===== src/hdl/asrd_pkg.sv =====
package asrd_pkg;

	localparam int unsigned CHANNELS     = 10;
	localparam int unsigned MAP_ENTRIES  = 10;
	localparam int unsigned SAMPLE_BITS  = 12;

	localparam int unsigned UNIT_W       = 1;
	localparam int unsigned CHANNEL_W    = 4;
	localparam int unsigned SAMPLE_W     = 12;
	localparam int unsigned ADDR_W       = 12;
	localparam int unsigned SEQ_W        = 32;
	localparam int unsigned POS_W        = 4;
	localparam int unsigned LEN_W        = 4;
	localparam int unsigned FRAMES_W     = 9;
	localparam int unsigned MAP_W        = 40;
	localparam int unsigned CFG_DATA_W   = 40;
	localparam int unsigned CFG_INDEX_W  = 2;

	localparam logic [POS_W-1:0] UNUSED_POSITION = 4'hF;
	localparam logic [SAMPLE_W-1:0] SAMPLE_MASK =
		(SAMPLE_BITS >= SAMPLE_W) ? {SAMPLE_W{1'b1}} : SAMPLE_W'((1 << SAMPLE_BITS) - 1);

	typedef enum logic [CFG_INDEX_W-1:0] {
		CFG_SCAN_LENGTH      = 2'd0,
		CFG_FRAMES_PER_BLOCK = 2'd1,
		CFG_CHANNEL_MAP      = 2'd2
	} cfg_index_t;

endpackage


===== src/hdl/asrd_record_if.sv =====
interface asrd_record_if;
	logic                                  valid;
	logic                                  ready;
	logic [asrd_pkg::UNIT_W-1:0]           record_unit;
	logic [asrd_pkg::CHANNEL_W-1:0]        record_channel;
	logic [asrd_pkg::SAMPLE_W-1:0]         record_sample;

	modport source (output valid, record_unit, record_channel, record_sample, input ready);
	modport sink (input valid, record_unit, record_channel, record_sample, output ready);
endinterface


===== src/hdl/asrd_result_if.sv =====
interface asrd_result_if;
	logic                             valid;
	logic                             ready;
	logic                             sample_written;
	logic [asrd_pkg::ADDR_W-1:0]      sample_address;
	logic [asrd_pkg::SAMPLE_W-1:0]    sample_value;
	logic                             block_done;
	logic                             completed_half;
	logic [asrd_pkg::SEQ_W-1:0]       block_sequence;

	modport source (output valid, sample_written, sample_address, sample_value, block_done,
		completed_half, block_sequence, input ready);
	modport sink (input valid, sample_written, sample_address, sample_value, block_done,
		completed_half, block_sequence, output ready);
endinterface


===== src/hdl/adc_scan_record_deframer_core.sv =====
// an accepted record passes through the input register and then the result register
// throughput: one record per cycle while res.ready holds; the single frame/position counter update sets the rate
// ready stays high while the input register is empty or can move into the result register
// reset (arst_n low): counters, block sequence and both valid flags clear at once,
// scan_length and frames_per_block go to 1, channel_position_map to all ones
module adc_scan_record_deframer_core #(
	parameter int unsigned MAX_POSITIONS = 8,
	parameter int unsigned MAX_FRAMES    = 256
) (
	input  logic                                clk,
	input  logic                                arst_n,
	input  logic                                cfg_we,
	input  logic [asrd_pkg::CFG_INDEX_W-1:0]    cfg_index,
	input  logic [asrd_pkg::CFG_DATA_W-1:0]     cfg_data,
	asrd_record_if.sink                         rec,
	asrd_result_if.source                       res
);

	localparam int unsigned EXP_W = (MAX_POSITIONS > 2) ? $clog2(MAX_POSITIONS) : 1;
	localparam int unsigned FC_W  = (MAX_FRAMES > 2) ? $clog2(MAX_FRAMES) : 1;
	localparam int unsigned CMP_W = (FC_W + 1 > asrd_pkg::FRAMES_W) ? FC_W + 1
		: asrd_pkg::FRAMES_W;

	// configuration
	logic [asrd_pkg::LEN_W-1:0]    scan_length_q;
	logic [asrd_pkg::FRAMES_W-1:0] frames_per_block_q;
	logic [asrd_pkg::MAP_W-1:0]    channel_map_q;

	// tracking state
	logic                          fill_half_q;
	logic [FC_W-1:0]               frame_count_q;
	logic [EXP_W-1:0]              expected_q;
	logic                          done_half_q;
	logic [asrd_pkg::SEQ_W-1:0]    blocks_done_q;

	// input register
	logic                          valid_s1;
	logic [asrd_pkg::UNIT_W-1:0]   unit_s1;
	logic [asrd_pkg::CHANNEL_W-1:0] channel_s1;
	logic [asrd_pkg::SAMPLE_W-1:0] sample_s1;

	// result register
	logic                          valid_s2;
	logic                          written_s2;
	logic [asrd_pkg::ADDR_W-1:0]   address_s2;
	logic [asrd_pkg::SAMPLE_W-1:0] value_s2;
	logic                          done_s2;

	logic                          advance;
	logic [asrd_pkg::LEN_W-1:0]    len_eff;
	logic [CMP_W-1:0]              frames_eff;
	logic [asrd_pkg::POS_W-1:0]    position;
	logic                          in_range;
	logic                          accept;
	logic                          last_pos;
	logic [CMP_W-1:0]              frame_inc;
	logic                          half_done;
	logic [asrd_pkg::ADDR_W-1:0]   address;
	logic                          fill_half_d;
	logic [FC_W-1:0]               frame_count_d;
	logic [EXP_W-1:0]              expected_d;
	logic                          done_half_d;
	logic [asrd_pkg::SEQ_W-1:0]    blocks_done_d;

	assign advance   = valid_s1 && (!valid_s2 || res.ready);
	assign rec.ready = !valid_s1 || advance;

	always_comb begin
		if (scan_length_q == '0) begin
			len_eff = asrd_pkg::LEN_W'(1);
		end else if (scan_length_q > asrd_pkg::LEN_W'(MAX_POSITIONS)) begin
			len_eff = asrd_pkg::LEN_W'(MAX_POSITIONS);
		end else begin
			len_eff = scan_length_q;
		end
	end

	always_comb begin
		if (frames_per_block_q == '0) begin
			frames_eff = CMP_W'(1);
		end else if (CMP_W'(frames_per_block_q) > CMP_W'(MAX_FRAMES)) begin
			frames_eff = CMP_W'(MAX_FRAMES);
		end else begin
			frames_eff = CMP_W'(frames_per_block_q);
		end
	end

	// map lookup, channels past the map read as position 0
	always_comb begin
		position = '0;
		for (int i = 0; i < asrd_pkg::MAP_ENTRIES; i++) begin
			if (channel_s1 == asrd_pkg::CHANNEL_W'(i)) begin
				position = channel_map_q[i*asrd_pkg::POS_W +: asrd_pkg::POS_W];
			end
		end
	end

	assign in_range = (unit_s1 == '0) && (channel_s1 < asrd_pkg::CHANNEL_W'(asrd_pkg::CHANNELS))
		&& (position != asrd_pkg::UNUSED_POSITION) && (position < len_eff);

	always_comb begin
		accept = in_range;
		if (in_range && (position != asrd_pkg::POS_W'(expected_q))) begin
			// resync: only position 0 restarts the frame
			accept = (position == '0);
		end
	end

	assign last_pos  = (position + asrd_pkg::POS_W'(1)) == len_eff;
	assign frame_inc = CMP_W'(frame_count_q) + CMP_W'(1);
	assign half_done = accept && last_pos && (frame_inc >= frames_eff);

	assign address = (fill_half_q ? asrd_pkg::ADDR_W'(frames_eff) * asrd_pkg::ADDR_W'(len_eff)
			: '0)
		+ asrd_pkg::ADDR_W'(frame_count_q) * asrd_pkg::ADDR_W'(len_eff)
		+ asrd_pkg::ADDR_W'(position);

	always_comb begin
		fill_half_d   = fill_half_q;
		frame_count_d = frame_count_q;
		expected_d    = expected_q;
		done_half_d   = done_half_q;
		blocks_done_d = blocks_done_q;
		// a dropped record that was out of step waits for position 0
		if (in_range && !accept) begin
			expected_d = '0;
		end
		if (accept) begin
			if (last_pos) begin
				expected_d = '0;
				if (half_done) begin
					done_half_d   = fill_half_q;
					fill_half_d   = !fill_half_q;
					frame_count_d = '0;
					blocks_done_d = blocks_done_q + asrd_pkg::SEQ_W'(1);
				end else begin
					frame_count_d = FC_W'(frame_inc);
				end
			end else begin
				expected_d = EXP_W'(position + asrd_pkg::POS_W'(1));
			end
		end
	end

	always_ff @(posedge clk or negedge arst_n) begin
		if (!arst_n) begin
			scan_length_q      <= asrd_pkg::LEN_W'(1);
			frames_per_block_q <= asrd_pkg::FRAMES_W'(1);
			channel_map_q      <= '1;
		end else if (cfg_we) begin
			unique case (cfg_index)
				asrd_pkg::CFG_SCAN_LENGTH:
					scan_length_q <= cfg_data[asrd_pkg::LEN_W-1:0];
				asrd_pkg::CFG_FRAMES_PER_BLOCK:
					frames_per_block_q <= cfg_data[asrd_pkg::FRAMES_W-1:0];
				asrd_pkg::CFG_CHANNEL_MAP:
					channel_map_q <= cfg_data[asrd_pkg::MAP_W-1:0];
				default: ;
			endcase
		end
	end

	always_ff @(posedge clk or negedge arst_n) begin
		if (!arst_n) begin
			fill_half_q   <= 1'b0;
			frame_count_q <= '0;
			expected_q    <= '0;
			done_half_q   <= 1'b0;
			blocks_done_q <= '0;
		end else if (advance) begin
			fill_half_q   <= fill_half_d;
			frame_count_q <= frame_count_d;
			expected_q    <= expected_d;
			done_half_q   <= done_half_d;
			blocks_done_q <= blocks_done_d;
		end
	end

	always_ff @(posedge clk or negedge arst_n) begin
		if (!arst_n) begin
			valid_s1 <= 1'b0;
		end else if (rec.ready) begin
			valid_s1 <= rec.valid;
		end
	end

	always_ff @(posedge clk) begin
		if (rec.valid && rec.ready) begin
			unit_s1    <= rec.record_unit;
			channel_s1 <= rec.record_channel;
			sample_s1  <= rec.record_sample;
		end
	end

	always_ff @(posedge clk or negedge arst_n) begin
		if (!arst_n) begin
			valid_s2 <= 1'b0;
		end else if (advance) begin
			valid_s2 <= 1'b1;
		end else if (res.ready) begin
			valid_s2 <= 1'b0;
		end
	end

	always_ff @(posedge clk) begin
		if (advance) begin
			written_s2 <= accept;
			address_s2 <= accept ? address : '0;
			value_s2   <= accept ? (sample_s1 & asrd_pkg::SAMPLE_MASK) : '0;
			done_s2    <= half_done;
		end
	end

	// completed half and sequence come straight from state, already updated by this transaction
	assign res.valid          = valid_s2;
	assign res.sample_written = written_s2;
	assign res.sample_address = address_s2;
	assign res.sample_value   = value_s2;
	assign res.block_done     = done_s2;
	assign res.completed_half = done_half_q;
	assign res.block_sequence = blocks_done_q;

endmodule

===== src/flat_wrapper.sv =====
// flat-port wrapper written by rule: the top's interface ports become plain ports
module adc_scan_record_deframer_core_flat 
#(
	parameter int unsigned MAX_POSITIONS = 8,
	parameter int unsigned MAX_FRAMES    = 256
)
  (clk, arst_n, cfg_we, cfg_index, cfg_data, rec_valid, rec_record_unit, rec_record_channel, rec_record_sample, rec_ready, res_valid, res_sample_written, res_sample_address, res_sample_value, res_block_done, res_completed_half, res_block_sequence, res_ready);
  asrd_record_if rec_i ();
  asrd_result_if res_i ();
  input  logic clk;
  input  logic arst_n;
  input  logic cfg_we;
  input  logic [asrd_pkg::CFG_INDEX_W-1:0] cfg_index;
  input  logic [asrd_pkg::CFG_DATA_W-1:0] cfg_data;
  input wire logic [$bits(rec_i.valid)-1:0] rec_valid;
  input wire logic [$bits(rec_i.record_unit)-1:0] rec_record_unit;
  input wire logic [$bits(rec_i.record_channel)-1:0] rec_record_channel;
  input wire logic [$bits(rec_i.record_sample)-1:0] rec_record_sample;
  output wire logic [$bits(rec_i.ready)-1:0] rec_ready;
  output wire logic [$bits(res_i.valid)-1:0] res_valid;
  output wire logic [$bits(res_i.sample_written)-1:0] res_sample_written;
  output wire logic [$bits(res_i.sample_address)-1:0] res_sample_address;
  output wire logic [$bits(res_i.sample_value)-1:0] res_sample_value;
  output wire logic [$bits(res_i.block_done)-1:0] res_block_done;
  output wire logic [$bits(res_i.completed_half)-1:0] res_completed_half;
  output wire logic [$bits(res_i.block_sequence)-1:0] res_block_sequence;
  input wire logic [$bits(res_i.ready)-1:0] res_ready;
  assign rec_i.valid = rec_valid;
  assign rec_i.record_unit = rec_record_unit;
  assign rec_i.record_channel = rec_record_channel;
  assign rec_i.record_sample = rec_record_sample;
  assign rec_ready = rec_i.ready;
  assign res_valid = res_i.valid;
  assign res_sample_written = res_i.sample_written;
  assign res_sample_address = res_i.sample_address;
  assign res_sample_value = res_i.sample_value;
  assign res_block_done = res_i.block_done;
  assign res_completed_half = res_i.completed_half;
  assign res_block_sequence = res_i.block_sequence;
  assign res_i.ready = res_ready;
  adc_scan_record_deframer_core #(.MAX_POSITIONS(MAX_POSITIONS), .MAX_FRAMES(MAX_FRAMES)) u_core (.clk(clk), .arst_n(arst_n), .cfg_we(cfg_we), .cfg_index(cfg_index), .cfg_data(cfg_data), .rec(rec_i), .res(res_i));
endmodule

===== config.mk =====
export PLATFORM = sky130hd
export DESIGN_NAME = adc_scan_record_deframer_core_flat
export DESIGN_NICKNAME = d
export VERILOG_FILES = /design/src/hdl/asrd_pkg.sv /design/src/hdl/asrd_record_if.sv /design/src/hdl/asrd_result_if.sv /design/src/hdl/adc_scan_record_deframer_core.sv /design/src/flat_wrapper.sv
export SDC_FILE = /design/constraint.sdc
export NUM_CORES = 1
export LEC_CHECK = 0
export ABC_AREA = 1
export ABC_CLOCK_PERIOD_IN_PS = 13090
export BUFFER_PORTS_ARGS = -buffer_cell sky130_fd_sc_hd__buf_2
export CORE_MARGIN = 10
export CORE_UTILIZATION = 40
export CTS_CLUSTER_SIZE = 24
export DETAILED_ROUTE_END_ITERATION = 8
export MAX_ROUTING_LAYER = met4
export PLACE_DENSITY = 0.58
export RECOVER_POWER = 50
export SETUP_SLACK_MARGIN = 0.4
export SLEW_MARGIN = 20
export SYNTH_ARGS = -nofsm -noshare
export SYNTH_HDL_FRONTEND = slang
export SYNTH_SLANG_ARGS = --single-unit

===== constraint.sdc =====
create_clock -name clk -period 13.09 [get_ports clk]
set_input_delay 1.9635 -clock clk [delete_from_list [all_inputs] [get_ports clk]]
set_output_delay 1.9635 -clock clk [all_outputs]
set_load 0.01 [all_outputs]

# After elaboration in Yosys (flattened, before gate mapping)
# Cells that the tools add are included.
dict set report classes {
  n_reduce_logical 28
  addsub 5
  n_bitwise 1
  eq_ne 14
  magnitude_cmp 5
  n_mul 2
  muxes 22
}
# op n
set ops {}
lappend ops {{$mux W4} 12}
lappend ops {{$add A32 B1 Y32 const B} 1}
lappend ops {{$mux W9} 2}
lappend ops {{$eq A4 B3 Y1 const B} 4}
lappend ops {{$add A12 B12 Y12} 1}
lappend ops {{$add A12 B4 Y12} 1}
lappend ops {{$logic_not A4 Y1} 3}
lappend ops {{$mul A8 B4 Y12} 1}
lappend ops {{$mul A9 B4 Y12} 1}
lappend ops {{$mux W12} 1}
lappend ops {{$add A8 B1 Y9 const B} 1}
lappend ops {{$ge A9 B9 Y1} 1}
lappend ops {{$gt A9 B9 Y1 const B} 1}
lappend ops {{$logic_and A1 B1 Y1} 9}
lappend ops {{$logic_not A9 Y1} 1}
lappend ops {{$mux W3} 3}
lappend ops {{$eq A4 B2 Y1 const B} 2}
lappend ops {{$eq A4 B4 Y1 const B} 2}
lappend ops {{$mux W8} 1}
lappend ops {{$reduce_and A2 Y1} 4}
lappend ops {{$add A4 B1 Y4 const B} 1}
lappend ops {{$eq A4 B1 Y1 const B} 1}
lappend ops {{$eq A4 B4 Y1} 1}
lappend ops {{$gt A4 B4 Y1 const B} 1}
lappend ops {{other kinds (14)} 21}
dict set report word_totals {
  register_bits 143
  wordCells 94
  inputBits 64
}

# Depth between registers and ports, before layout
dict set report logic_depth {
  ltp_word 20
  ltp_mapped 35
}

# Least setup slack after synthesis
# OpenSTA, ideal clock, no wires.
dict set report synth_path {
  kind {register to register}
  from {reg u_core.frames_per_block_q[7] (netlist bit)}
  to {reg u_core.address_s2 (netlist bit u_core.res.sample_address[10]), data pin}
  setup_ns 0.270
  stages_incl_launch_ff 29
  synth_period_minus_slack_ns 6.184
  slack_ns 6.906
  t_arrival_ns 5.914
  cell_sequence {dfrtp_1 nor4_1 nand2_1 nor3_1 nand2_1 a21oi_1 nand2_1 fa_1 inv_1 fa_1 fa_1 nand2_1 inv_1 fa_1 inv_1 fa_1 fa_1 fa_1 o31ai_1 nand2_1 inv_1 nor2_1 nor2_1 nor2_1 inv_1 a21oi_1 o21bai_1 or2_2 a21oi_1}
}
dict set report synth_via {
  elab_chain_len 7
}
# element line
set synth_rtl {}
lappend synth_rtl {{start: declaration} adc_scan_record_deframer_core.sv:26} ;# logic [asrd_pkg::FRAMES_W-1:0] frames_per_block_q;
lappend synth_rtl {{start signal: assignment} adc_scan_record_deframer_core.sv:148} ;# frames_per_block_q <= asrd_pkg::FRAMES_W'(1);
lappend synth_rtl {{start signal: assignment} adc_scan_record_deframer_core.sv:155} ;# frames_per_block_q <= cfg_data[asrd_pkg::FRAMES_W-1:0];
lappend synth_rtl {{$gt A9 B9 Y1} adc_scan_record_deframer_core.sv:81} ;# end else if (CMP_W'(frames_per_block_q) > CMP_W'(MAX_FRAMES)) begin
lappend synth_rtl {{$mux W9} adc_scan_record_deframer_core.sv:81}
lappend synth_rtl {{$mux W9 (*)} adc_scan_record_deframer_core.sv:79} ;# if (frames_per_block_q == '0) begin
lappend synth_rtl {{$mul A9 B4 Y12 (*)} adc_scan_record_deframer_core.sv:113} ;# assign address = (fill_half_q ? asrd_pkg::ADDR_W'(frames_eff) * asrd_pkg::ADDR_W'(len_eff)
lappend synth_rtl {{$mux W12 (*)} adc_scan_record_deframer_core.sv:113}
lappend synth_rtl {{$add A12 B12 Y12 (*)} adc_scan_record_deframer_core.sv:115} ;# + asrd_pkg::ADDR_W'(frame_count_q) * asrd_pkg::ADDR_W'(len_eff)
lappend synth_rtl {{$add A12 B4 Y12 (*)} adc_scan_record_deframer_core.sv:116} ;# + asrd_pkg::ADDR_W'(position);
lappend synth_rtl {{end signal: assignment} adc_scan_record_deframer_core.sv:208} ;# address_s2 <= accept ? address : '0;
lappend synth_rtl {{end: declaration} adc_scan_record_deframer_core.sv:45} ;# logic [asrd_pkg::ADDR_W-1:0] address_s2;
# Mark *: on every way between the ends. The rest lies on a longest branch, timed or not.
# A chain may end at the register's enable or synchronous reset.

# Final worst setup path
dict set report layout_path {
  from {reg u_core.scan_length_q[3] (netlist bit)}
  to {reg u_core.address_s2 (netlist bit u_core.res.sample_address[10]), data pin}
}
dict set report layout_via {
  elab_chain_len 7
}
# element line
set layout_rtl {}
lappend layout_rtl {{start: declaration} adc_scan_record_deframer_core.sv:25} ;# logic [asrd_pkg::LEN_W-1:0] scan_length_q;
lappend layout_rtl {{start signal: assignment} adc_scan_record_deframer_core.sv:147} ;# scan_length_q <= asrd_pkg::LEN_W'(1);
lappend layout_rtl {{start signal: assignment} adc_scan_record_deframer_core.sv:153} ;# scan_length_q <= cfg_data[asrd_pkg::LEN_W-1:0];
lappend layout_rtl {{$gt A4 B4 Y1} adc_scan_record_deframer_core.sv:71} ;# end else if (scan_length_q > asrd_pkg::LEN_W'(MAX_POSITIONS)) begin
lappend layout_rtl {{$mux W4} adc_scan_record_deframer_core.sv:71}
lappend layout_rtl {{$mux W4 (*)} adc_scan_record_deframer_core.sv:69} ;# if (scan_length_q == '0) begin
lappend layout_rtl {{$mul A9 B4 Y12 or $lt A4 B4 Y1 (tied branches)} {adc_scan_record_deframer_core.sv:113, adc_scan_record_deframer_core.sv:99}}
lappend layout_rtl {{$mux W12 or $logic_and A1 B1 Y1 (tied branches)} {adc_scan_record_deframer_core.sv:113, adc_scan_record_deframer_core.sv:99}}
lappend layout_rtl {{$add A12 B12 Y12 or $logic_and A1 B1 Y1 (tied branches)} {adc_scan_record_deframer_core.sv:115, adc_scan_record_deframer_core.sv:103}}
lappend layout_rtl {{$add A12 B4 Y12 or $mux W1 (tied branches)} {adc_scan_record_deframer_core.sv:116, adc_scan_record_deframer_core.sv:103}}
# Marked as above.

==> qor.txt <==
status: finished, violations left
failing checks: capacitance limit, slew limit
R2R Path Start: u_core.scan_length_q[3]
initial DRC count: 521
Combinational Power Share: 22.1%
Longest Clk Path Bufs: 2
crit-path most repeated cell: inv_1
die width: 175.9 um
CTS tree: yes
syn avg cell area: 8.270 um^2
Min-Delay Startpoint: u_core.channel_map_q[11]
post-CTS resize count: 0
Post-Synthesis Cell Area: 0.009726 mm^2
leading area contributor after synthesis: dfrtp_1
crit path time final: 6.775 ns
Seq/Total Area, Yosys: 39.55%
Post-Place Worst Slack: 6.297 ns
Leakage: 5.556 nW
Root Buffer: clkbuf_16
final setup TNS: 0 ns
total gr overflow: 0
Rows: 57
FF+latch count, synth: 143
PD cells: 120.9 mW/mm^2
min-delay worst type: flop to flop
Worst setup SP type: flop
first-pass GRT wire length: 40230 um
antenna-violating nets left: 0
Sw Share: 31.51%
Least-Margin Pin Slew: 2.535 ns
Cell Count, Final, Fillers Out: 1637
diode count: 0
die extent in y: 175.9 um
Setup CP Type: flop to flop
final WL: 24330 um
Total Power: 1.363 mW
RSZ-0062 raised after global routing: no
Slowest Stage Delay on Critical Path: 0.60 ns
drt pass-1 iters: 5
final hold vios: 0
number of buffers created by CTS: 17
Synth top area share: 14.92%
final max-slew violation count: 175
Post-Synth XOR/XNOR Area: 3.962%
Crit-path slowest cell: nor2_1
largest net degree at the start of global routing: 79
main combinational cell family by area after synthesis: simple AND/OR/NAND/NOR gates
CP required: 13.36 ns
share of layout cells above drive strength 1: 18.35%
Final Core Density: 46.76%
setup ws final: 6.315 ns
vias in the first global route: 7960
Internal: 933.4 uW
synth unique cells: 41
DR WL/cell: 14.86 um
Data arrival, critical path: 7.04 ns
post-synthesis mux area share: 2.779%
clock tree sinks: 143
Placer Congestion: 0.9254
adder-cell share of the synthesized area: 14.92%
die area: 0.03095 mm^2
crit end category: flop
vias per cell: 4.815
Synth Warn #: 0
Switch Pwr: 429.5 uW
power share of the clock group: 36.3%
drt drc: 0
Max VDD drop: 0.07780 mV
Max Fclk: 0.1476 GHz
CTS clk-pin slew, worst paths: 0.06 ns
Slew HR: -68.97%
Worst setup startpoint: u_core.scan_length_q[3]
most numerous cell in the Yosys netlist: nand2_1
initial antenna violation count: 0
clk_lat worst skew: 0.42 ns
Synth Area in Simple Gates: 24.98%
final worst-path cycle share: 51.76%
Crit Path Max Fanout: 17
Syn Nets: 1332
post-synthesis compound-gate area fraction: 5.005%
H-tree depth: 4
Post-synth EDFFs: 43
P&R area growth vs syn: 15.89%
Seq pwr share: 41.7%
top post-synthesis cells by area: dfrtp_1, edfxtp_1, nand2_1, dfstp_2, fa_1
commonest cells in the netlist: nand2_1, inv_1, nor2_1
Top FF cell, synth: dfrtp_1
nets: 1456
Core ar.: 0.02411 mm^2
Placed Cells: 1604
IO buf count: 124
All-Layer GR Usage: 16.41%
I/O Pins: 125
vias: 7882
Worst Skew: 0.01194 ns
hold_buf cts: 0
setup bufs post-CTS: 0
Mapped Cells: 1176
detailed placement HPWL: 18970 um
Synth async-reset ratio: 69.93%
final setup vio count: 0
initial core utilization: 40.35%
max_cap viols: 4
critical path: cells and delay by family, from the launching register on:
family	cells	cell delay, ns
fa+ha+maj	7	2.60
simple gates	7	1.41
compound gates	9	1.22
buf+inv	8	0.82
flops	1	0.58
routing by layer:
metal	global-route usage [%]	vias up	share of wire, %
met5	-	-	0
met4	4.663	0	1.5
met3	3.012	22	3.5
met2	26.67	150	48
met1	20.60	3732	47
li1	-	3978	-
layout make-up:
class | instances | area, um^2
clock inverters | 8 | 65.06
well taps | 324 | 405.4
repair buffers | 129 | 640.6
multi-input cells | 814 | 5035
flip-flops and latches | 143 | 3846
inverters | 195 | 732.0
clock buffers | 24 | 546.8
fillers | 2469 | 12830
state kept, by name, indices dropped and copies added, names as in the netlist:
signal	flops
u_core.res.valid	1
u_core.channel_s1	4
u_core.frame_count_q	8
u_core.res.sample_written	1
u_core.valid_s1	1
u_core.frames_per_block_q	9
u_core.channel_map_q	40
u_core.res.completed_half	1
u_core.scan_length_q	4
u_core.sample_s1	12
u_core.expected_q	3
u_core.res.block_done	1
u_core.res.sample_address	12
u_core.unit_s1	1
u_core.fill_half_q	1
u_core.res.sample_value	12
u_core.res.block_sequence	32
power groups by stage:
stage / registers [mW] / clock network, mW / logic [mW]
after floorplan: 0.568 / 0 / 0.206
after global placement: 0.574 / 0 / 0.300
after detailed placement: 0.576 / 0 / 0.304
after CTS: 0.568 / 0.508 / 0.305
after global routing: 0.574 / 0.525 / 0.349
final: 0.568 / 0.495 / 0.301
per-stage QoR:
stage                     hold WS [ns]  cell area, um^2
after floorplan                 0.4514             9726
after global placement          0.4678            10670
after detailed placement        0.4666            10670
after CTS                       0.4766            11280
after global routing            0.5011            11270
final                           0.4715            11270
cells in the final DEF, fill, tap and decap left out, types with 8 or more instances in the layout:
| cell type | instances |
|---|---|
| nand2_1 | 306 |
| inv_1 | 189 |
| nor2_1 | 128 |
| buf_2 | 122 |
| dfrtp_1 | 58 |
| ha_1 | 52 |
| nand3_1 | 50 |
| edfxtp_1 | 43 |
| dfstp_2 | 42 |
| fa_1 | 40 |
| o21ai_0 | 38 |
| a21oi_1 | 36 |
| xor2_1 | 34 |
| nor3_1 | 26 |
| mux2_2 | 24 |
| nand4_1 | 23 |
| clkbuf_16 | 21 |
| nor4_1 | 10 |
| xnor2_1 | 10 |
| clkbuf_1 | 8 |
logic make-up (layout without fill, tap and decap cells):
| logic type | Yosys count | after routing |
|---|---|---|
| xor gates and xnor gates | 44 | 44 |
| AOI/OAI and AO/OA | 88 | 88 |
| muxes | 24 | 24 |
| DFF | 143 | 143 |
| and+or+nand+nor | 566 | 566 |
| adders and majority gates | 92 | 92 |
| buffers and inverters | 219 | 356 |
final timing paths:
path                                                      end  slack, ns  cells past startpoint
worst min register to register       u_core.channel_map_q[11]       0.47                      2
min in group asynchronous                    u_core.res.valid       1.79                      1
worst min-delay path                 u_core.channel_map_q[11]       0.47                      2
worst max-delay path            u_core.res.sample_address[10]       6.31                     31
max in group asynchronous             u_core.scan_length_q[3]       6.98                      3
worst max register to register  u_core.res.sample_address[10]       6.31                     31
Note: power is estimated with default switching activity, not from simulation.
